## config.mk

```make
export PLATFORM = sky130hd
export DESIGN_NAME = psrt_back
export DESIGN_NICKNAME = d
export VERILOG_FILES = /design/src/rtl/psrt_pkg.sv /design/src/rtl/psrt_back.sv
export SDC_FILE = /design/constraint.sdc
export NUM_CORES = 2
export LEC_CHECK = 0
export BUFFER_PORTS_ARGS = -buffer_cell sky130_fd_sc_hd__buf_2
export CORE_MARGIN = 8
export CORE_UTILIZATION = 47
export DETAILED_ROUTE_END_ITERATION = 10
export GPL_TIMING_DRIVEN = 0
export PLACE_DENSITY = 0.64
export SETUP_SLACK_MARGIN = 0.1
export SLEW_MARGIN = 30
export SYNTH_ARGS = -nofsm -noshare
export SYNTH_HDL_FRONTEND = slang
export SYNTH_SLANG_ARGS = --single-unit
```

## constraint.sdc

```tcl
create_clock -name clk_i -period 10.7 [get_ports clk_i]
set_input_delay 2.14 -clock clk_i [delete_from_list [all_inputs] [get_ports clk_i]]
set_output_delay 2.14 -clock clk_i [all_outputs]
set_load 0.01 [all_outputs]
```

## src/rtl/psrt_pkg.sv

```systemverilog
// ----------------------------------------------------------------------------
// psrt_pkg
// Shared types, widths and constants of the point scale/rotate/translate block.
// ----------------------------------------------------------------------------
package psrt_pkg;

  // Field and register widths
  localparam int COORD_WIDTH   = 16;
  localparam int ANGLE_WIDTH   = 13;
  localparam int CFG_WIDTH     = COORD_WIDTH;
  localparam int CFG_IDX_WIDTH = 3;

  // Rotation chain
  localparam int DEF_ROTATION_STAGES = 16;
  localparam int ATAN_ENTRIES        = 24;
  localparam int VEC_WIDTH           = 32;
  localparam int PHASE_WIDTH         = 32;
  localparam logic signed [VEC_WIDTH-1:0]   CORDIC_GAIN = 32'sd652032874;
  localparam logic signed [PHASE_WIDTH-1:0] QUARTER_TURN = 32'sd1073741824;

  // Angle to binary phase: phase = ang * PHASE_STEP + (2 * ang + 22) / 45
  localparam logic [ANGLE_WIDTH-1:0] FULL_TURN = 13'd5760;
  localparam int PHASE_STEP_WIDTH = 20;
  localparam logic [PHASE_STEP_WIDTH-1:0] PHASE_STEP = 20'd745654;
  localparam int ROUND_ARG_WIDTH = ANGLE_WIDTH + 1;
  localparam logic [ROUND_ARG_WIDTH-1:0] ROUND_BIAS = 14'd22;
  localparam int RECIP_WIDTH = 15;
  localparam logic [RECIP_WIDTH-1:0] RECIP_45 = 15'd23302;
  localparam int RECIP_SHIFT = 20;

  // Datapath widths after the rotation chain
  localparam int PROD_WIDTH    = 2 * COORD_WIDTH;
  localparam int SCALE_FRAC    = 8;
  localparam int SCALED_WIDTH  = PROD_WIDTH - SCALE_FRAC;
  localparam int TRIG_WIDTH    = 16;
  localparam int TRIG_FRAC     = 14;
  localparam int TRIG_DROP     = 16;
  localparam int MIX_WIDTH     = SCALED_WIDTH + TRIG_WIDTH;
  localparam int SUM_WIDTH     = MIX_WIDTH + 1;
  localparam int ROT_WIDTH     = SUM_WIDTH - TRIG_FRAC;
  localparam int TRANS_WIDTH   = ROT_WIDTH + 1;

  // Configuration register indexes
  typedef enum logic [CFG_IDX_WIDTH-1:0] {
    REG_SCALE_X   = 3'd0,
    REG_SCALE_Y   = 3'd1,
    REG_ROT_ANGLE = 3'd2,
    REG_SHIFT_X   = 3'd3,
    REG_SHIFT_Y   = 3'd4
  } cfg_reg_e;

  // Input transaction
  typedef struct packed {
    logic signed [COORD_WIDTH-1:0] point_x;
    logic signed [COORD_WIDTH-1:0] point_y;
  } point_t;

  // Output transaction
  typedef struct packed {
    logic signed [COORD_WIDTH-1:0] out_x;
    logic signed [COORD_WIDTH-1:0] out_y;
    logic                          clipped;
  } result_t;

  // Data handed from cell to cell: rotation vector, residual phase, scaled point
  typedef struct packed {
    logic signed [VEC_WIDTH-1:0]    x;
    logic signed [VEC_WIDTH-1:0]    y;
    logic signed [PHASE_WIDTH-1:0]  z;
    logic signed [SCALED_WIDTH-1:0] a;
    logic signed [SCALED_WIDTH-1:0] b;
  } rot_t;

  // atan(2^-i) as a fraction of a full turn, 2^32 per turn
  function automatic logic signed [PHASE_WIDTH-1:0] atan_phase(input int unsigned idx);
    logic signed [PHASE_WIDTH-1:0] val;
    unique case (idx)
      0:       val = 32'sh20000000;
      1:       val = 32'sh12E4051E;
      2:       val = 32'sh09FB385B;
      3:       val = 32'sh051111D4;
      4:       val = 32'sh028B0D43;
      5:       val = 32'sh0145D7E1;
      6:       val = 32'sh00A2F61E;
      7:       val = 32'sh00517C55;
      8:       val = 32'sh0028BE53;
      9:       val = 32'sh00145F2F;
      10:      val = 32'sh000A2F98;
      11:      val = 32'sh000517CC;
      12:      val = 32'sh00028BE6;
      13:      val = 32'sh000145F3;
      14:      val = 32'sh0000A2F9;
      15:      val = 32'sh0000517C;
      16:      val = 32'sh000028BE;
      17:      val = 32'sh0000145F;
      18:      val = 32'sh00000A2F;
      19:      val = 32'sh00000517;
      20:      val = 32'sh0000028B;
      21:      val = 32'sh00000145;
      22:      val = 32'sh000000A2;
      23:      val = 32'sh00000051;
      default: val = '0;
    endcase
    return val;
  endfunction

endpackage

```

## src/rtl/psrt_back.sv

```systemverilog
// ----------------------------------------------------------------------------
// psrt_back
// Stages after the rotation chain: cosine/sine rounding, the four products,
// rounded sums, translation and saturation into the output register.
// ----------------------------------------------------------------------------
module psrt_back
  import psrt_pkg::*;
(
  input  logic                          clk_i,
  input  logic                          rst_ni,
  input  logic signed [COORD_WIDTH-1:0] shift_x_i,
  input  logic signed [COORD_WIDTH-1:0] shift_y_i,
  input  logic                          in_valid_i,
  output logic                          in_ready_o,
  input  rot_t                          in_data_i,
  output logic                          out_valid_o,
  input  logic                          out_ready_i,
  output result_t                       out_data_o
);

  localparam int RND_WIDTH = VEC_WIDTH + 1;
  localparam int TRIG_RAW  = RND_WIDTH - TRIG_DROP;
  localparam logic signed [RND_WIDTH-1:0]  TRIG_HALF = RND_WIDTH'(1 << (TRIG_DROP - 1));
  localparam logic signed [TRIG_RAW-1:0]   TRIG_MAX  = TRIG_RAW'(1 << TRIG_FRAC);
  localparam logic signed [TRIG_WIDTH-1:0] TRIG_ONE  = TRIG_WIDTH'(1 << TRIG_FRAC);
  localparam logic signed [SUM_WIDTH-1:0]  MIX_HALF  = SUM_WIDTH'(1 << (TRIG_FRAC - 1));
  localparam logic signed [TRANS_WIDTH-1:0] OUT_MAX =
    TRANS_WIDTH'((64'sd1 <<< (COORD_WIDTH - 1)) - 1);
  localparam logic signed [TRANS_WIDTH-1:0] OUT_MIN = -OUT_MAX - TRANS_WIDTH'(1);
  localparam logic signed [COORD_WIDTH-1:0] COORD_MAX = OUT_MAX[COORD_WIDTH-1:0];
  localparam logic signed [COORD_WIDTH-1:0] COORD_MIN = OUT_MIN[COORD_WIDTH-1:0];

  // Round a Q2.30 vector component to Q1.14 and clamp to plus/minus one
  function automatic logic signed [TRIG_WIDTH-1:0] to_trig(input logic signed [VEC_WIDTH-1:0] v);
    logic signed [RND_WIDTH-1:0] r;
    logic signed [TRIG_RAW-1:0]  t;
    logic signed [TRIG_WIDTH-1:0] res;
    r = RND_WIDTH'(v) + TRIG_HALF;
    t = r[RND_WIDTH-1:TRIG_DROP];
    if (t > TRIG_MAX) begin
      res = TRIG_MAX[TRIG_WIDTH-1:0];
    end else if (t < -TRIG_MAX) begin
      res = -TRIG_MAX[TRIG_WIDTH-1:0];
    end else begin
      res = t[TRIG_WIDTH-1:0];
    end
    return res;
  endfunction

  // Saturate a translated coordinate
  function automatic logic signed [COORD_WIDTH-1:0] sat(input logic signed [TRANS_WIDTH-1:0] v);
    logic signed [COORD_WIDTH-1:0] res;
    if (v > OUT_MAX) begin
      res = COORD_MAX;
    end else if (v < OUT_MIN) begin
      res = COORD_MIN;
    end else begin
      res = v[COORD_WIDTH-1:0];
    end
    return res;
  endfunction

  // Stage registers
  logic                           b1_valid_q, b2_valid_q, b3_valid_q, b4_valid_q;
  logic                           b1_ready, b2_ready, b3_ready, b4_ready;
  logic signed [TRIG_WIDTH-1:0]   b1_cos_q, b1_sin_q;
  logic signed [SCALED_WIDTH-1:0] b1_a_q, b1_b_q;
  logic signed [MIX_WIDTH-1:0]    b2_ac_q, b2_bs_q, b2_as_q, b2_bc_q;
  logic signed [ROT_WIDTH-1:0]    b3_rx_q, b3_ry_q;
  result_t                        b4_res_q, b4_res_d;

  logic signed [SUM_WIDTH-1:0]    sum_x, sum_y;
  logic signed [TRANS_WIDTH-1:0]  tx, ty;

  // Ready ripples back from the output register
  assign b4_ready = !b4_valid_q || out_ready_i;
  assign b3_ready = !b3_valid_q || b4_ready;
  assign b2_ready = !b2_valid_q || b3_ready;
  assign b1_ready = !b1_valid_q || b2_ready;

  // Rounded rotation sums
  assign sum_x = SUM_WIDTH'(b2_ac_q) - SUM_WIDTH'(b2_bs_q) + MIX_HALF;
  assign sum_y = SUM_WIDTH'(b2_as_q) + SUM_WIDTH'(b2_bc_q) + MIX_HALF;

  // Translate and saturate
  always_comb begin
    tx = TRANS_WIDTH'(b3_rx_q) + TRANS_WIDTH'(shift_x_i);
    ty = TRANS_WIDTH'(b3_ry_q) + TRANS_WIDTH'(shift_y_i);
    b4_res_d.out_x   = sat(tx);
    b4_res_d.out_y   = sat(ty);
    b4_res_d.clipped = (tx > OUT_MAX) || (tx < OUT_MIN) || (ty > OUT_MAX) || (ty < OUT_MIN);
  end

  // Hold or advance the valid bits
  always_ff @(posedge clk_i or negedge rst_ni) begin
    if (!rst_ni) begin
      b1_valid_q <= 1'b0;
      b2_valid_q <= 1'b0;
      b3_valid_q <= 1'b0;
      b4_valid_q <= 1'b0;
    end else begin
      if (b1_ready) begin
        b1_valid_q <= in_valid_i;
      end
      if (b2_ready) begin
        b2_valid_q <= b1_valid_q;
      end
      if (b3_ready) begin
        b3_valid_q <= b2_valid_q;
      end
      if (b4_ready) begin
        b4_valid_q <= b3_valid_q;
      end
    end
  end

  // Load payloads
  always_ff @(posedge clk_i) begin
    if (b1_ready && in_valid_i) begin
      b1_cos_q <= to_trig(in_data_i.x);
      b1_sin_q <= to_trig(in_data_i.y);
      b1_a_q   <= in_data_i.a;
      b1_b_q   <= in_data_i.b;
    end
    if (b2_ready && b1_valid_q) begin
      b2_ac_q <= MIX_WIDTH'(b1_a_q * b1_cos_q);
      b2_bs_q <= MIX_WIDTH'(b1_b_q * b1_sin_q);
      b2_as_q <= MIX_WIDTH'(b1_a_q * b1_sin_q);
      b2_bc_q <= MIX_WIDTH'(b1_b_q * b1_cos_q);
    end
    if (b3_ready && b2_valid_q) begin
      b3_rx_q <= sum_x[SUM_WIDTH-1:TRIG_FRAC];
      b3_ry_q <= sum_y[SUM_WIDTH-1:TRIG_FRAC];
    end
    if (b4_ready && b3_valid_q) begin
      b4_res_q <= b4_res_d;
    end
  end

  assign in_ready_o  = b1_ready;
  assign out_valid_o = b4_valid_q;
  assign out_data_o  = b4_res_q;

  // Cosine and sine stay within plus/minus one
  a_trig_bounded: assert property (@(posedge clk_i) disable iff (!rst_ni)
    b1_valid_q |-> (b1_cos_q <= TRIG_ONE) && (b1_cos_q >= -TRIG_ONE)
                && (b1_sin_q <= TRIG_ONE) && (b1_sin_q >= -TRIG_ONE))
    else $error("psrt_back: trig value out of range");

  // A clipped transaction carries at least one coordinate at a rail
  a_clip_at_rail: assert property (@(posedge clk_i) disable iff (!rst_ni)
    (b4_valid_q && b4_res_q.clipped) |->
      (b4_res_q.out_x == COORD_MAX) || (b4_res_q.out_x == COORD_MIN) ||
      (b4_res_q.out_y == COORD_MAX) || (b4_res_q.out_y == COORD_MIN))
    else $error("psrt_back: clipped flag without saturated coordinate");

endmodule

```

Word-level counts from Yosys, hierarchy flattened
Index checks and enable logic that the tools add are counted.
{"block": "totals", "elab_cells": 60, "input_bits": 180, "regBits": 331, "out_inout_bits": 35}
{"block": "op_classes", "mux": 4, "n_reduce_logical": 17, "addsub": 8, "n_lt_le_gt_ge": 8, "multipliers": 4}
{"cell": "24-bit by 16-bit multiplier with 40-bit output", "n": 4}
{"cell": "41-bit by 15-bit adder with 41-bit output (second input constant)", "n": 2}
{"cell": "32-bit by 17-bit adder with 33-bit output (second input constant)", "n": 2}
{"cell": "16-bit two-way mux", "n": 4}
{"cell": "27-bit by 16-bit adder with 28-bit output", "n": 2}
{"cell": "28-bit by 16-bit > comparator with 1-bit output (second input constant)", "n": 2}
{"cell": "28-bit by 16-bit less-than comparator with 1-bit output (second input constant)", "n": 2}
{"cell": "40-bit by 40-bit adder with 41-bit output", "n": 1}
{"cell": "40-bit by 40-bit subtractor with 41-bit output", "n": 1}
{"cell": "17-bit by 16-bit > comparator with 1-bit output (second input constant)", "n": 2}
{"cell": "17-bit by 15-bit less-than comparator with 1-bit output (second input constant)", "n": 2}
{"cell": "1-bit logical OR", "n": 7}
{"cell": "1-bit logical AND", "n": 4}
{"cell": "1-bit zero test", "n": 4}
{"cell": "2-bit OR reduction", "n": 2}

Depth between registers and ports, before layout
{"block": "depth", "depth_word": 6, "depth_mapped": 25, "ltp_nobuf": 24}

Least setup slack after synthesis
No wires, ideal clock.
{"block": "synth_path", "path_kind": "flip-flop to flip-flop", "startpoint": "register b1_cos_q[1]", "endpoint": "register b2_ac_q[38], data pin", "path_stages_with_launch": 25, "setup_ps": 195, "required_ps": 10505, "n_path_buf": 2, "slack_ps": 3915, "synth_period_minus_slack_ps": 6785, "t_arrival_ps": 6590, "path_cell_list": "edfxtp_1 -> clkbuf_1 -> clkbuf_1 -> nand2_1 -> fa_1 -> inv_1 -> fa_1 -> inv_1 -> fa_1 -> inv_1 -> fa_1 -> fa_1 -> inv_1 -> fa_1 -> inv_1 -> ha_1 -> a21o_1 -> a21o_1 -> a21oi_1 -> o21ai_0 -> a211oi_1 -> o21ai_0 -> a2111oi_0 -> nor2_1 -> o311ai_0"}
{"block": "synth_via", "elab_chain_cells": 1}
{"item": "from (decl)", "line": "psrt_back.sv:66", "rtl": "logic signed [TRIG_WIDTH-1:0] b1_cos_q, b1_sin_q;"}
{"item": "from (signal assigned)", "line": "psrt_back.sv:120", "rtl": "b1_cos_q <= to_trig(in_data_i.x);"}
{"item": "24-bit by 16-bit multiplier with 40-bit output", "line": "psrt_back.sv:126", "rtl": "b2_ac_q <= MIX_WIDTH'(b1_a_q * b1_cos_q);"}
{"item": "to (signal assigned)", "line": "psrt_back.sv:126"}
{"item": "to (decl)", "line": "psrt_back.sv:68", "rtl": "logic signed [MIX_WIDTH-1:0] b2_ac_q, b2_bs_q, b2_as_q, b2_bc_q;"}
No other way between the ends.
A chain may end at the register's enable or synchronous reset.

Worst setup path after layout
{"block": "layout_path", "startpoint": "register b1_cos_q[14]", "endpoint": "register b2_ac_q[36], data pin"}
Same word-level chain as after synthesis.

==> results.json <==
{
  "finalSetupTns_ns": 0,
  "dp_hpwl_um": 204000,
  "status": "complete, no violations",
  "row_count": 145,
  "r2r_setup_slack_ns": 0.97,
  "critPathMaxFanout": 10,
  "synth_enable_flop_cells": 327,
  "nets": 10300,
  "period_share_pct": 90.9,
  "final_cells": 10100,
  "placed_cells": 10000,
  "cts_inserted_buffers": 45,
  "worstMarginPinSlew_ns": 1.14,
  "cap_violations": 0,
  "ys_top_cells_by_count": "inv_1 (1839), fa_1 (1498), nand2_1 (956), and2_1 (625), ha_1 (602)",
  "hold_violations": 0,
  "grtUsageTotal_pct": 29.4,
  "routed_via_density": 5.51,
  "worst-setup-path-type": "flop to flop",
  "crit_path_end": "b2_ac_q[36]",
  "clk_latency_ns": 0.67,
  "drive_gt1_share_pct": 4.56,
  "ys_top_cells_by_area": "fa_1 (41%), edfxtp_1 (13%), ha_1 (10%), inv_1 (9.4%), and2_1 (5.3%)",
  "synth_largest_area_cell": "fa_1",
  "cp-end-kind": "flop",
  "remaining_drc_errors": 0,
  "path_clk_slew_ns": 0.07,
  "cts_tree": "done",
  "vias": 55700,
  "synth_area_sq_um": 73500,
  "die_y_um": 411,
  "postCtsSetupBuffers": 0,
  "grt_pass1_vias": 58800,
  "rsz0062_at_grt": "no",
  "postRouteAntennaNets": 0,
  "crit_start": "b1_cos_q[14]",
  "clockBufferDepth": 3,
  "synthCells": 7788,
  "r2r-start": "b1_cos_q[14]",
  "synth.yosys.seq_area_share_pct": 13.5,
  "antenna_found_initial": 37,
  "routed_wl_um": 249000,
  "maxSlewViolCount": 0,
  "slew_headroom_pct": 24.3,
  "yosysUniqueCellTypes": 93,
  "htreeDepth": 2,
  "drt-pass1-iter-count": 7,
  "utilization_pct": 50.6,
  "ys_ff_latch": 331,
  "gp_congestion": 1.01,
  "period_minus_slack_ns": 9.73,
  "clkSinkCount": 331,
  "r2r_end": "b2_ac_q[36]",
  "fmax_mhz": 103,
  "yosys.area.top_type_share_pct": 40.8,
  "grt_max_degree": 50,
  "core_area_sq_um": 156000,
  "fin_ws_ns": 0.972,
  "drtIter0Drc": 4732,
  "synth_most_common_cell": "inv_1",
  "gr-total-overflow": 0,
  "startpoint_type": "flop",
  "synthToLayoutAreaGrowth_pct": 7.36,
  "syn_avg_cell_area_sq_um": 9.44,
  "start_util_pct": 47.2,
  "clockRootBuffer": "clkbuf_16",
  "cp.required_ns": 11.06,
  "async_reset_ff_share_pct": 1.21,
  "dieArea_sq_um": 169000,
  "synthesis.nets": 10100,
  "post_drt_wl_per_cell_um": 24.6,
  "die-width_um": 411,
  "io_buffers": 148,
  "yosys_most_used_dff": "edfxtp_1",
  "dp_slack_ns": 1.22,
  "grt_pass1_wl_um": 367000,
  "cp.arrival_ns": 10.09,
  "skew_ns": 0.0336,
  "cts.repair.resized": 0,
  "min_path_type": "flop to flop",
  "fillers": 14500,
  "top_level_ports": 215,
  "setup_viol_count_final": 0,
  "postCtsHoldBufs": 0,
  "ff2ff_path_depth": 22,
  "yosys_warnings": 0
}
-- through the flow --
stage          instance area, sq um  hold WS [ns]
6_report                      78900         0.501
3_3_place_gp                  76800         0.461
3_5_place_dp                  77200         0.484
4_1_cts                       78900         0.506
5_1_grt                       78900         0.531
2_1_floorplan                 73500         0.449
-- registers in the layout (all words and copies together) (netlist names) --
signal,flops
b1_a_q,24
b1_b_q,24
b1_cos_q,16
b1_sin_q,16
b1_valid_q,1
b2_ac_q,40
b2_as_q,40
b2_bc_q,40
b2_bs_q,40
b2_valid_q,1
b3_rx_q,27
b3_ry_q,27
b3_valid_q,1
out_data_o,33
out_valid_o,1
-- placed cells by master (no fill, tap or decap), types with 18 or more instances in the layout --
cell type  instances
a211oi_1          33
a21o_1            99
a21oi_1          184
a31oi_1           31
and2_1           622
and3_1            30
buf_2            154
clkbuf_1         256
clkbuf_16         45
clkbuf_2          61
edfxtp_1         327
fa_1            1498
ha_1             602
inv_1           1839
nand2_1          956
nand2b_1          65
nand3_1           52
nand4_1           28
nor2_1           234
nor2b_1           23
nor3_1            66
o211ai_1          18
o21a_1            39
o21ai_0          118
o21bai_1          32
o31ai_1           24
or2_2             18
or3_1             26
xnor2_1          190
xor2_1            84
-- critical path, cell delays in order (launching register included) --
cell,delay (ns)
edfxtp_1,0.47
clkbuf_1,0.79
clkbuf_1,0.84
nand2_1,0.17
fa_1,0.53
fa_1,0.50
inv_1,0.05
fa_1,0.49
fa_1,0.45
fa_1,0.50
inv_1,0.05
fa_1,0.47
inv_1,0.04
ha_1,0.35
a21o_1,0.21
a21o_1,0.17
a21oi_1,0.17
o21ai_0,0.13
a211oi_1,0.62
o21ai_0,0.47
a2111oi_1,1.02
nor2_1,0.24
o211ai_1,0.68
-- metal layers --
metal / track usage (%) / up-vias / share of wire (%)
met1: 36.1 / 28200 / 38
met5: 0 / - / 0.040
met4: 16.3 / 16 / 7.1
li1: - / 24100 / -
met3: 9.87 / 747 / 12
met2: 45.7 / 2636 / 43
-- worst min-delay path by stage --
| stage | start | slack, ns | endpoint | cells after the start |
|---|---|---|---|---|
| floorplan | b1_valid_q | 0.45 | b2_valid_q | 1 |
| global placement | b1_valid_q | 0.46 | b2_valid_q | 1 |
| detailed placement | b1_valid_q | 0.48 | b2_valid_q | 1 |
| CTS | b1_valid_q | 0.51 | b2_valid_q | 1 |
| global route | b1_valid_q | 0.53 | b2_valid_q | 1 |
| finish | b1_valid_q | 0.50 | b2_valid_q | 1 |
-- logic make-up after synthesis --
| kind of cell | share of synthesized area, % |
|---|---|
| buffers and inverters | 11.1 |
| adder cells (fa/ha/maj) | 51.0 |
| flip-flops | 13.5 |
| AO/OA/AOI/OAI | 6.46 |
| XOR/XNOR | 3.31 |
| multiplexers | 0.111 |
| AND/OR/NAND/NOR | 14.5 |
-- area by class of cell --
cell class / instances / area, sq um / area share [%]
clock buffers: 49 / 1140 / 1.45
repair buffers: 160 / 1040 / 1.32
diodes: 15 / 37.5 / 0.0476
plain buffers: 324 / 1310 / 1.66
well taps: 2058 / 2570 / 3.26
multi-input cells: 5293 / 55500 / 70.4
inverters: 1840 / 6910 / 8.75
clock inverters: 31 / 468 / 0.593
flip-flops and latches: 331 / 9920 / 12.6
Power is left out: the tool's default activity adds up to more than one toggle a clock period on the data nets, which glitch-free logic cannot reach.
