[src/rtl/psrt_pkg.sv]
// ----------------------------------------------------------------------------
// psrt_pkg
// Shared types, widths and constants of the point scale/rotate/translate block.
// ----------------------------------------------------------------------------
package psrt_pkg;

  // Field and register widths
  localparam int COORD_WIDTH   = 16;
  localparam int ANGLE_WIDTH   = 13;
  localparam int CFG_WIDTH     = COORD_WIDTH;
  localparam int CFG_IDX_WIDTH = 3;

  // Rotation chain
  localparam int DEF_ROTATION_STAGES = 16;
  localparam int ATAN_ENTRIES        = 24;
  localparam int VEC_WIDTH           = 32;
  localparam int PHASE_WIDTH         = 32;
  localparam logic signed [VEC_WIDTH-1:0]   CORDIC_GAIN = 32'sd652032874;
  localparam logic signed [PHASE_WIDTH-1:0] QUARTER_TURN = 32'sd1073741824;

  // Angle to binary phase: phase = ang * PHASE_STEP + (2 * ang + 22) / 45
  localparam logic [ANGLE_WIDTH-1:0] FULL_TURN = 13'd5760;
  localparam int PHASE_STEP_WIDTH = 20;
  localparam logic [PHASE_STEP_WIDTH-1:0] PHASE_STEP = 20'd745654;
  localparam int ROUND_ARG_WIDTH = ANGLE_WIDTH + 1;
  localparam logic [ROUND_ARG_WIDTH-1:0] ROUND_BIAS = 14'd22;
  localparam int RECIP_WIDTH = 15;
  localparam logic [RECIP_WIDTH-1:0] RECIP_45 = 15'd23302;
  localparam int RECIP_SHIFT = 20;

  // Datapath widths after the rotation chain
  localparam int PROD_WIDTH    = 2 * COORD_WIDTH;
  localparam int SCALE_FRAC    = 8;
  localparam int SCALED_WIDTH  = PROD_WIDTH - SCALE_FRAC;
  localparam int TRIG_WIDTH    = 16;
  localparam int TRIG_FRAC     = 14;
  localparam int TRIG_DROP     = 16;
  localparam int MIX_WIDTH     = SCALED_WIDTH + TRIG_WIDTH;
  localparam int SUM_WIDTH     = MIX_WIDTH + 1;
  localparam int ROT_WIDTH     = SUM_WIDTH - TRIG_FRAC;
  localparam int TRANS_WIDTH   = ROT_WIDTH + 1;

  // Configuration register indexes
  typedef enum logic [CFG_IDX_WIDTH-1:0] {
    REG_SCALE_X   = 3'd0,
    REG_SCALE_Y   = 3'd1,
    REG_ROT_ANGLE = 3'd2,
    REG_SHIFT_X   = 3'd3,
    REG_SHIFT_Y   = 3'd4
  } cfg_reg_e;

  // Input transaction
  typedef struct packed {
    logic signed [COORD_WIDTH-1:0] point_x;
    logic signed [COORD_WIDTH-1:0] point_y;
  } point_t;

  // Output transaction
  typedef struct packed {
    logic signed [COORD_WIDTH-1:0] out_x;
    logic signed [COORD_WIDTH-1:0] out_y;
    logic                          clipped;
  } result_t;

  // Data handed from cell to cell: rotation vector, residual phase, scaled point
  typedef struct packed {
    logic signed [VEC_WIDTH-1:0]    x;
    logic signed [VEC_WIDTH-1:0]    y;
    logic signed [PHASE_WIDTH-1:0]  z;
    logic signed [SCALED_WIDTH-1:0] a;
    logic signed [SCALED_WIDTH-1:0] b;
  } rot_t;

  // atan(2^-i) as a fraction of a full turn, 2^32 per turn
  function automatic logic signed [PHASE_WIDTH-1:0] atan_phase(input int unsigned idx);
    logic signed [PHASE_WIDTH-1:0] val;
    unique case (idx)
      0:       val = 32'sh20000000;
      1:       val = 32'sh12E4051E;
      2:       val = 32'sh09FB385B;
      3:       val = 32'sh051111D4;
      4:       val = 32'sh028B0D43;
      5:       val = 32'sh0145D7E1;
      6:       val = 32'sh00A2F61E;
      7:       val = 32'sh00517C55;
      8:       val = 32'sh0028BE53;
      9:       val = 32'sh00145F2F;
      10:      val = 32'sh000A2F98;
      11:      val = 32'sh000517CC;
      12:      val = 32'sh00028BE6;
      13:      val = 32'sh000145F3;
      14:      val = 32'sh0000A2F9;
      15:      val = 32'sh0000517C;
      16:      val = 32'sh000028BE;
      17:      val = 32'sh0000145F;
      18:      val = 32'sh00000A2F;
      19:      val = 32'sh00000517;
      20:      val = 32'sh0000028B;
      21:      val = 32'sh00000145;
      22:      val = 32'sh000000A2;
      23:      val = 32'sh00000051;
      default: val = '0;
    endcase
    return val;
  endfunction

endpackage

[src/rtl/psrt_cell.sv]
// ----------------------------------------------------------------------------
// psrt_cell
// One rotation cell: a single CORDIC micro-rotation on a registered vector,
// passing the scaled point along with it.
// ----------------------------------------------------------------------------
module psrt_cell
  import psrt_pkg::*;
#(
  parameter int unsigned STAGE = 0
) (
  input  logic clk_i,
  input  logic rst_ni,
  input  logic in_valid_i,
  output logic in_ready_o,
  input  rot_t in_data_i,
  output logic out_valid_o,
  input  logic out_ready_i,
  output rot_t out_data_o
);

  localparam logic signed [PHASE_WIDTH-1:0] ANGLE_STEP = atan_phase(STAGE);

  logic                        valid_q, valid_d, ready;
  rot_t                        data_q, data_d;
  logic signed [VEC_WIDTH-1:0] dx, dy;

  // Rotate toward zero residual phase
  always_comb begin
    dx     = in_data_i.y >>> STAGE;
    dy     = in_data_i.x >>> STAGE;
    data_d = in_data_i;
    if (!in_data_i.z[PHASE_WIDTH-1]) begin
      data_d.x = in_data_i.x - dx;
      data_d.y = in_data_i.y + dy;
      data_d.z = in_data_i.z - ANGLE_STEP;
    end else begin
      data_d.x = in_data_i.x + dx;
      data_d.y = in_data_i.y - dy;
      data_d.z = in_data_i.z + ANGLE_STEP;
    end
  end

  assign ready   = !valid_q || out_ready_i;
  assign valid_d = ready ? in_valid_i : valid_q;

  // Hold or advance the valid bit
  always_ff @(posedge clk_i or negedge rst_ni) begin
    if (!rst_ni) begin
      valid_q <= 1'b0;
    end else begin
      valid_q <= valid_d;
    end
  end

  // Load the rotated vector
  always_ff @(posedge clk_i) begin
    if (ready && in_valid_i) begin
      data_q <= data_d;
    end
  end

  assign in_ready_o  = ready;
  assign out_valid_o = valid_q;
  assign out_data_o  = data_q;

  // Residual phase never leaves the folded quarter-turn range
  a_phase_bounded: assert property (@(posedge clk_i) disable iff (!rst_ni)
    valid_q |-> (data_q.z <= QUARTER_TURN) && (data_q.z >= -QUARTER_TURN))
    else $error("psrt_cell: residual phase out of range");

endmodule

[config.mk]
export PLATFORM = sky130hd
export DESIGN_NAME = psrt_cell
export DESIGN_NICKNAME = d
export VERILOG_FILES = /design/src/rtl/psrt_pkg.sv /design/src/rtl/psrt_cell.sv
export SDC_FILE = /design/constraint.sdc
export NUM_CORES = 1
export LEC_CHECK = 0
export BUFFER_PORTS_ARGS = -buffer_cell sky130_fd_sc_hd__buf_2
export CAP_MARGIN = 40
export CORE_ASPECT_RATIO = 2
export CORE_MARGIN = 3
export CORE_UTILIZATION = 48
export DETAILED_ROUTE_END_ITERATION = 7
export PLACE_DENSITY = 0.88
export SKIP_CTS_REPAIR_TIMING = 1
export SYNTH_ARGS = -nofsm -noshare
export SYNTH_HDL_FRONTEND = slang
export SYNTH_SLANG_ARGS = --single-unit
[constraint.sdc]
create_clock -name clk_i -period 3.83 [get_ports clk_i]
set_input_delay 0.766 -clock clk_i [delete_from_list [all_inputs] [get_ports clk_i]]
set_output_delay 0.766 -clock clk_i [all_outputs]
set_load 0.02 [all_outputs]
# Word-level counts from Yosys, hierarchy flattened
# Cells that the tools add are included.
[op_classes] n_reduce_logical=3 n_addsub=5 n_mux=1
[op_table] op="96-bit 2-to-1 mux" count=1
[op_table] op="32-bit subtractor" count=2
[op_table] op="32-bit by 31-bit adder with 32-bit output, second input constant" count=1
[op_table] op="32-bit adder" count=1
[op_table] op="32-bit by 31-bit subtractor with 32-bit output, second input constant" count=1
[op_table] op="1-bit logical AND" count=1
[op_table] op="1-bit logical NOT" count=1
[op_table] op="1-bit logical OR" count=1
[word_totals] in_bits=148 wordCells=15 register_bits=145 out_inout_bits=146

# Depth between registers and ports, before layout
# Gate-level depths: netlist of run 1.
[depth] word_depth=3 mapped_depth=12 depth_no_buf=11

# Least setup slack after synthesis of run 1
# No wires, ideal clock.
[synth_path] path_type="input port to flip-flop" start="input out_ready_i" end="register data_q (netlist bit out_data_o[0]) (enable)" n_path_buf=0 t_arrival_ns=4.345 path_stages=2 setup_time_ns=0.519 required_time_ns=3.311 setup_slack_ns=-1.034 cell_sequence="nand2b_1 and2_1"
[synth_via] elab_chain_cells=2
[synth_rtl] element="start: declaration" line="psrt_cell.sv:17" text="input logic out_ready_i,"
[synth_rtl] element="1-bit logical OR" line="psrt_cell.sv:43" text="assign ready = !valid_q || out_ready_i;"
[synth_rtl] element="1-bit logical AND" line="psrt_cell.sv:57" text="if (ready && in_valid_i) begin"
[synth_rtl] element="end signal: assignment" line="psrt_cell.sv:58" text="data_q <= data_d;"
[synth_rtl] element="end: declaration" line="psrt_cell.sv:24" text="rot_t data_q, data_d;"
# Every way passes these cells.
# A chain may end at the register's enable or synchronous reset.

==> reports/qor.yml, run 1 <==
max_freq_mhz: 293.5
power.leakage_nw: 5.594
grt_pass1_vias: 9622
cts_inserted_buffers: 17
synthFlopType: "edfxtp_1"
setup_ws_ns: 0.4226
syn_inst: 1014
place.gp.congestion: 1.016
grt_max_degree: 85
start_util_pct: 48.88
power_frac_comb_pct: 29.6
core-area_mm2: 0.02046
placed_cells: 1582
swShare_pct: 33.34
yosysMostFrequentCell: "edfxtp_1"
period_minus_slack_ns: 3.407
portBuffers: 293
async_flop_share_pct: 0.6944
synth_cell_type_count: 70
setup_viol: 0
worst_pin_slew_ns: 0.9067
synth-seq-area-share_pct: 43.18
first_pass_iters: 6
required_ns: 4.01
drv_cap: 0
syn_to_final_growth_pct: 26.07
grt_pass1_wl_um: 51310
drtIter0Drc: 702
power.density_mw_per_mm2: 402.1
synthXorXnorAreaFrac_pct: 5.166
final_area_mm2: 0.01261
dpl_cell_area_mm2: 0.01203
synth_compound_area_share_pct: 21.25
final_hold_viol_count: 0
fillerInstances: 1802
drive_gt1_share_pct: 29.97
path_clk_slew_ns: 0.06
drc: 0
synth_fa_ha_area_share_pct: 12.56
wirelength_um: 34520
synth_top_area_cell: "edfxtp_1"
rsz0062_at_grt: "no"
wl_per_cell_um: 21.37
fin_cells: 1615
synthTopCellsByArea: "edfxtp_1, ha_1, a21oi_1"
die_w_um: 108.1
path_max_fanout: 3
yosys_warnings: 0
slew_violations: 0
synthMuxAreaShare_pct: 0.6005
synth_top_area_share_pct: 42.93
min_period_over_period_pct: 88.97
yosys-top-cells-count: "edfxtp_1, a21oi_1, inv_1"
status: "completed"
wl_met1_um: 10710
crit_type: "input port to flip-flop"
end_kind: "flip-flop"
synth_top_family_by_area: "compound AO/OA/AOI/OAI gates"
overflow: 0
slew_headroom_pct: 39.55
synth_nets: 1260
worstPathArrival_ns: 3.59
syn_area_mm2: 0.01000
synth_edf_count: 143
antenna_found_initial: 1
viasPerCell: 5.820
fin_tns_setup_ns: 0
die_area_mm2: 0.02271
htreeDepth: 4
p_switching_mw: 1.691
top_layer: "met4"
pre_cts_ws_ns: 0.1523
detailroute.wirelength.met3_um: 2252
ant_nets: 0
root_buffer: "clkbuf_16"
layout.nets: 1581
cts_buffer_depth: 2
p_int_mw: 3.380
die_y_um: 210.1
pwr-share-clk_pct: 31.7
cts_tree: "yes"
cts.sink_count: 144
hold_path.class: "input port to asynchronous set/reset pin"
num_vias: 9400
fin_total_pwr_mw: 5.070
dpl.hpwl_um: 27780
worstSkewPairLatency_ns: 0.43
seqPwrFrac_pct: 38.7
vdd_drop_max_uv: 282.1
synth-simple-area-share_pct: 11.47
rows: 74
grt.total_usage_pct: 29.93
syn_area_per_cell_um2: 9.864
final_core_util_pct: 61.62
ios: 294
ys_ff_latch: 144
timing.clock.skew_ns: 0.007408
wl_met2_um: 18580
hold-worst-slack_ns: 0.1096
critPathLaunchType: "input port"
power by group through the flow:
stage | Sequential, mW | Clock, mW | Combinational [mW]
finish | 1.96 | 1.61 | 1.50
global route | 1.97 | 1.70 | 1.61
CTS | 1.96 | 1.63 | 1.48
detailed placement | 1.99 | 0 | 1.47
global placement | 1.99 | 0 | 1.45
floorplan | 2.16 | 0 | 0.752
final cells by class:
cell class / count / area (um^2) / share of cell area, %
repair buffers: 347 / 1897 / 15.04
clock buffers: 17 / 425.4 / 3.374
clock inverters: 15 / 148.9 / 1.181
inverters: 100 / 375.4 / 2.977
diodes: 1 / 2.502 / 0.01985
well taps: 266 / 332.8 / 2.639
flip-flops and latches: 144 / 4319 / 34.25
multi-input cells: 725 / 5109 / 40.51
worst max-delay path: stages:
cell and delay (ns):
buf_2 0.11, inv_1 0.05, ha_1 0.34, nor4_1 0.64, buf_4 0.22, nand2_1 0.06, a21oi_2 0.19, o21ai_0 0.18
a211oi_1 0.37, buf_4 0.18, nor3_1 0.07, o221a_2 0.29, xnor2_1 0.12
layout by cell type (no fill, tap or decap), types with 6 or more instances in the layout:
| cell | netlist | routed |
|---|---|---|
| a211oi_1 | 11 | 11 |
| a21o_1 | 22 | 22 |
| a21oi_1 | 111 | 111 |
| a31oi_1 | 7 | 7 |
| buf_2 | 12 | 293 |
| buf_4 | 4 | 52 |
| clkbuf_16 | 0 | 17 |
| edfxtp_1 | 143 | 143 |
| ha_1 | 94 | 94 |
| inv_1 | 98 | 98 |
| mux2i_1 | 6 | 6 |
| nand2_1 | 38 | 38 |
| nand2b_1 | 12 | 12 |
| nand3_1 | 6 | 6 |
| nand4_1 | 20 | 20 |
| nor2_1 | 80 | 80 |
| nor2b_1 | 15 | 15 |
| nor3_1 | 15 | 15 |
| nor4_1 | 12 | 12 |
| o211ai_1 | 18 | 18 |
| o21a_1 | 8 | 8 |
| o21ai_0 | 71 | 71 |
| o21bai_1 | 14 | 14 |
| o22ai_1 | 6 | 6 |
| o31a_1 | 6 | 6 |
| o31ai_1 | 10 | 10 |
| or2_2 | 6 | 6 |
| or3_1 | 7 | 7 |
| xnor2_1 | 54 | 54 |
metal layers:
| metal | vias to the layer above | GRT usage [%] |
|---|---|---|
| met4 | 0 | 22.84 |
| met1 | 4359 | 27.57 |
| met2 | 544 | 56.08 |
| met3 | 167 | 5.333 |
| li1 | 4330 | - |
| met5 | - | 0 |
cells by family (layout without fill, tap and decap cells):
| family | Yosys count | in the layout |
|---|---|---|
| buffers and inverters | 145 | 479 |
| DFF | 144 | 144 |
| and+or+nand+nor | 231 | 231 |
| adders and majority gates | 98 | 98 |
| muxes | 6 | 6 |
| xor gates and xnor gates | 59 | 59 |
| other | 0 | 1 |
| AOI/OAI and AO/OA | 331 | 331 |
state kept, by name, summed over array words and instances (netlist names):
name,cells
out_data_o,143
out_valid_o,1
worst paths after layout:
kind | cells after the start | slack [ns] | startpoint | endpoint
min in group clk_i | 1 | 0.51 | in_data_i[35] | out_data_o[35]
hold / removal | 1 | 0.11 | rst_ni | out_valid_o
hold reg to reg | 2 | 0.58 | out_valid_o | out_valid_o
setup / recovery | 13 | 0.42 | in_data_i[88] | out_data_o[109]
setup reg to reg | 3 | 2.06 | out_valid_o | out_data_o[50]
max in group asynchronous | 1 | 3.63 | rst_ni | out_valid_o
Note: power is estimated with default switching activity, not from simulation.
==> run 2: changes to the inputs <==
- clock period: 3.83 -> 3.1 ns (I/O delays scaled with it)
==> reports/qor.yml, run 2 (same netlist as run 1, synthesis figures left out) <==
drtIter0Drc: 760  # was 702
grt_pass1_vias: 10424  # was 9622
drc: 0  # unchanged
start_util_pct: 48.88  # unchanged
die_w_um: 108.1  # unchanged
ios: 294  # unchanged
worst_pin_slew_ns: 0.7893  # was 0.9067 ns
largest_reg_flops: 143  # unchanged
die_y_um: 210.1  # unchanged
min_period_over_period_pct: 98.54
worst_path_max_delay_cell: "fa_1"  # was nor4_1
multi_input_area_mm2: 0.005122  # was 0.005109 mm^2
layout_common_cells: "buf_2, buf_4, edfxtp_1, a21oi_1, inv_1"  # was buf_2, edfxtp_1, a21oi_1, inv_1, ha_1
place.gp.congestion: 1.026  # was 1.016
viasPerCell: 5.694  # was 5.820
layout.nets: 1755  # was 1581
final_hold_viol_count: 0  # unchanged
status: "completed"  # unchanged
htreeDepth: 4  # unchanged
drive_gt1_share_pct: 38.17  # was 29.97%
period_minus_slack_ns: 3.055
num_vias: 10187  # was 9400
vdd_drop_max_uv: 392.6  # was 282.1 uV
critPathLaunchType: "input port"  # unchanged
timing.clock.skew_ns: 0.01494  # was 0.007408 ns
worstPathArrival_ns: 3.24  # was 3.59 ns
grt_max_degree: 85  # unchanged
fillerInstances: 1623  # was 1802
end_kind: "flip-flop"  # unchanged
wirelength_um: 37070  # was 34520 um
required_ns: 3.28  # was 4.01 ns
rsz0062_at_grt: "no"  # unchanged
worstSkewPairLatency_ns: 0.44  # was 0.43 ns
syn_to_final_growth_pct: 39.90  # was 26.07%
root_buffer: "clkbuf_16"  # unchanged
ant_nets: 0  # unchanged
dpl.hpwl_um: 29950  # was 27780 um
antenna_found_initial: 1  # unchanged
die_area_mm2: 0.02271  # unchanged
cts_inserted_buffers: 17  # unchanged
power.density_mw_per_mm2: 480.4  # was 402.1 mW/mm^2
max_freq_mhz: 327.4
slew_violations: 0  # unchanged
grt_pass1_wl_um: 54790  # was 51310 um
grt.total_usage_pct: 31.89  # was 29.93%
first_pass_iters: 7  # was 6
final_area_mm2: 0.01399  # was 0.01261 mm^2
cts.sink_count: 144  # unchanged
cts_buffer_depth: 2  # unchanged
overflow: 0  # unchanged
cts_tree: "yes"  # unchanged
rows: 74  # unchanged
dpl_cell_area_mm2: 0.01334  # was 0.01203 mm^2
crit_path_max_incr_delay_ns: 0.39  # was 0.64 ns
path_max_fanout: 3  # unchanged
portBuffers: 293  # unchanged
hold_path.class: "input port to flip-flop"  # was input port to asynchronous set/reset pin
crit_type: "input port to flip-flop"  # unchanged
setup_viol: 0  # unchanged
final_common_cell: "buf_2"  # unchanged
wl_per_cell_um: 20.72  # was 21.37 um
drv_cap: 0  # unchanged
slew_headroom_pct: 46.90  # was 39.55%
path_cells: "buf_2 > inv_1 > ha_1 > fa_1 > nand2b_1 > a21o_1 > buf_4 > a211oi_1 > nor2_1 > o21ai_1 > nor3b_2 > o22ai_1 > xnor2_1"  # was buf_2 > inv_1 > ha_1 > nor4_1 > buf_4 > nand2_1 > a21oi_2 > o21ai_0 > a211oi_1 > buf_4 > nor3_1 > o221a_2 > xnor2_1
final_core_util_pct: 68.39  # was 61.62%
power.leakage_nw: 6.452  # was 5.594 nW
core-area_mm2: 0.02046  # unchanged
regArea_mm2: 0.004319  # unchanged
path_clk_slew_ns: 0.07  # was 0.06 ns
-- run 2: layer usage --
metal  share of wire (%)  GRT usage, %
met1                  31         29.55
met3                 6.4         4.536
met5                   0             0
met2                  53         59.61
met4                 9.4         25.89
-- run 2: worst paths after layout --
kind	start	to	slack, ns	cells after the start
worst max-delay path	in_data_i[112]	out_data_o[140]	0.05	13
worst min-delay path	in_data_i[42]	out_data_o[42]	0.36	1
worst max register to register	out_valid_o	out_data_o[91]	1.40	3
worst min register to register	out_valid_o	out_valid_o	0.57	2
max in group asynchronous	rst_ni	out_valid_o	2.48	2
min in group asynchronous	rst_ni	out_valid_o	0.53	2
-- run 2: critical path, delay by kind of cell --
family / cells / cell delay [ns]
compound gates: 4 / 0.94
fa+ha+maj: 2 / 0.61
simple gates: 3 / 0.58
buf+inv: 3 / 0.32
xor+xnor: 1 / 0.16
-- run 2: metrics by stage --
stage,hold WS [ns],worst slack [ns],std cells,setup TNS (ns),power (mW)
after floorplan,0.3244,0.1613,1014,0,3.591
after global placement,0.3949,-0.4498,1755,-5.209,4.512
after detailed placement,0.3953,-0.4362,1755,-6.102,4.555
after CTS,-0.06247,0.0007596,1787,0,6.704
after global routing,0.3480,0.001901,1789,0,6.963
final,0.3602,0.04532,1789,0,6.723
-- run 2: cell type report --
class	count	area share, %
multi-input combinational	725	36.61
sequential	144	30.87
timing repair buffer	521	23.00
clock buffer	17	3.040
inverter	100	2.682
tap	266	2.378
clock inverter	15	1.413
antenna	1	0.01788
-- run 2: report_power, final --
| part | total, mW | switching (mW) | internal (mW) |
|---|---|---|---|
| Clock | 2.16 | 0.925 | 1.23 |
| Combinational | 2.15 | 1.26 | 0.890 |
| Sequential | 2.42 | 0.0498 | 2.37 |
| Total | 6.72 | 2.23 | 4.49 |
==> run 3: changes to the inputs <==
- GPL_TIMING_DRIVEN: unset -> 0
==> reports/qor.yml, run 3 (same netlist as run 1, synthesis figures left out) <==
status: "finished with violations"  # was completed
failed_checks: "negative setup slack"
start_util_pct: 48.88  # unchanged
crit_type: "input port to flip-flop"  # unchanged
min_period_over_period_pct: 100.4  # was 98.54%
pwr-share-clk_pct: 32.6  # was 32.1%
setup_ws_ns: -0.01202  # was 0.04532 ns
layout_common_cells: "buf_2, edfxtp_1, a21oi_1, inv_1, ha_1"  # was buf_2, buf_4, edfxtp_1, a21oi_1, inv_1
max_freq_mhz: 321.3  # was 327.4 MHz
slew_violations: 0  # unchanged
layout.nets: 1579  # was 1755
p_int_mw: 4.235  # was 4.492 mW
fin_total_pwr_mw: 6.392  # was 6.723 mW
critPathLaunchType: "input port"  # unchanged
r2r-start: "out_valid_o"  # unchanged
cts_tree: "yes"  # unchanged
path_depth: 12  # was 13
seqPwrFrac_pct: 37.8  # was 36.0%
hold_path.class: "input port to flip-flop"  # unchanged
hold-worst-slack_ns: 0.3580  # was 0.3602 ns
final_hold_viol_count: 0  # unchanged
p_switching_mw: 2.158  # was 2.231 mW
final_area_mm2: 0.01268  # was 0.01399 mm^2
reg2reg_to: "out_data_o[11]"  # was out_data_o[91]
crit_path_max_incr_delay_ns: 0.43  # was 0.39 ns
die_y_um: 210.1  # unchanged
worstPathArrival_ns: 3.32  # was 3.24 ns
dpl.hpwl_um: 29890  # was 29950 um
core-area_mm2: 0.02046  # unchanged
drive_gt1_share_pct: 29.87  # was 38.17%
grt.total_usage_pct: 31.95  # was 31.89%
wirelength_um: 37060  # was 37070 um
worstSkewPairLatency_ns: 0.44  # about the same
required_ns: 3.31  # was 3.28 ns
end_kind: "flip-flop"  # unchanged
power.leakage_nw: 5.520  # was 6.452 nW
first_pass_iters: 6  # was 7
final_core_util_pct: 61.97  # was 68.39%
cts.sink_count: 144  # unchanged
htreeDepth: 4  # unchanged
wl_per_cell_um: 22.99  # was 20.72 um
largest_reg_flops: 143  # unchanged
path_buf_inv: 3  # unchanged
grt_pass1_wl_um: 53990  # was 54790 um
cts_inserted_buffers: 17  # unchanged
viasPerCell: 5.913  # was 5.694
power_frac_comb_pct: 29.6  # was 31.9%
die_area_mm2: 0.02271  # unchanged
holdPathStages: 1  # unchanged
grt_max_degree: 74  # was 85
min_to: "out_data_o[75]"  # was out_data_o[42]
final_common_cell: "buf_2"  # unchanged
vdd_drop_max_uv: 362.4  # was 392.6 uV
critical-path-top-delay-family: "compound AO/OA/AOI/OAI gates"  # unchanged
drtIter0Drc: 642  # was 760
worst_pin_slew_ns: 0.9157  # was 0.7893 ns
hold_start: "in_data_i[75]"  # was in_data_i[42]
period_minus_slack_ns: 3.112  # was 3.055 ns
fillerInstances: 1778  # was 1623
rsz0062_at_grt: "yes"  # was no
ios: 294  # unchanged
root_buffer: "clkbuf_16"  # unchanged
worst_path_max_delay_cell: "a2111oi_4"  # was fa_1
grt_pass1_vias: 9804  # was 10424
antenna_found_initial: 0  # was 1
overflow: 0  # unchanged
drv_cap: 0  # unchanged
ant_nets: 0  # unchanged
fin_cells: 1612  # was 1789
portBuffers: 293  # unchanged
place.gp.congestion: 0.9797  # was 1.026
r2r_slack_ns: 1.45  # was 1.40 ns
diodes: 0  # was 1
path_max_fanout: 10  # was 3
cts_buffer_depth: 2  # unchanged
slew_headroom_pct: 38.95  # was 46.90%
timing.clock.skew_ns: 0.01292  # was 0.01494 ns
swShare_pct: 33.75  # was 33.18%
pre_cts_ws_ns: -0.7839  # was -0.4362 ns
path_cells: "buf_2 > inv_1 > ha_1 > buf_4 > nor4_2 > nand2_1 > a21oi_4 > o211ai_2 > a21boi_2 > o211ai_1 > and4_1 > a2111oi_4"  # was buf_2 > inv_1 > ha_1 > fa_1 > nand2b_1 > a21o_1 > buf_4 > a211oi_1 > nor2_1 > o21ai_1 > nor3b_2 > o22ai_1 > xnor2_1
path_clk_slew_ns: 0.06  # was 0.07 ns
placed_cells: 1575  # was 1755
dpl_cell_area_mm2: 0.01186  # was 0.01334 mm^2
reg2reg_depth: 3  # unchanged
num_vias: 9531  # was 10187
power.density_mw_per_mm2: 504.1  # was 480.4 mW/mm^2
drc: 0  # unchanged
syn_to_final_growth_pct: 26.77  # was 39.90%
rows: 74  # unchanged
fin_tns_setup_ns: -0.01202  # was 0 ns
setup_viol: 1  # was 0
die_w_um: 108.1  # unchanged
run 3: worst register-to-register path: stages, from the launching register on:
cell and delay [ns]:
dfrtp_1 0.39, nand2b_1 0.13, and2_4 0.39, buf_16 0.34
run 3: power by group through the flow:
stage	Clock (mW)	Combinational (mW)	Sequential (mW)
after floorplan	0	0.930	2.66
after CTS	2.10	1.82	2.42
after detailed placement	0	1.80	2.45
final	2.08	1.89	2.41
after global placement	0	1.77	2.45
after global routing	2.19	2.01	2.43
run 3: routing by layer:
metal	global-route usage, %	share of wire [%]
met1	29.52	31
met2	60.88	54
met3	4.903	6.5
met4	23.28	8.3
met5	0	0
run 3: cell type report:
class	count	area (um^2)	area share (%)
Buffer	45	203.9	1.608
Sequential cell	144	4319	34.06
Multi-Input combinational cell	725	5288	41.70
Timing Repair Buffer	300	1562	12.31
Inverter	100	375.4	2.960
Clock buffer	17	425.4	3.355
Tap cell	266	332.8	2.625
Clock inverter	15	173.9	1.372
run 3: worst max-delay path by stage:
stage                 endpoint           start  slack (ns)
6_report       out_data_o[137]   in_data_i[88]       -0.01
5_1_grt        out_data_o[142]  in_data_i[112]       -0.05
4_1_cts        out_data_o[137]   in_data_i[91]       -0.33
3_5_place_dp   out_data_o[137]   in_data_i[91]       -0.78
3_3_place_gp   out_data_o[102]   in_data_i[80]       -0.73
2_1_floorplan  out_data_o[110]   in_data_i[80]        0.16
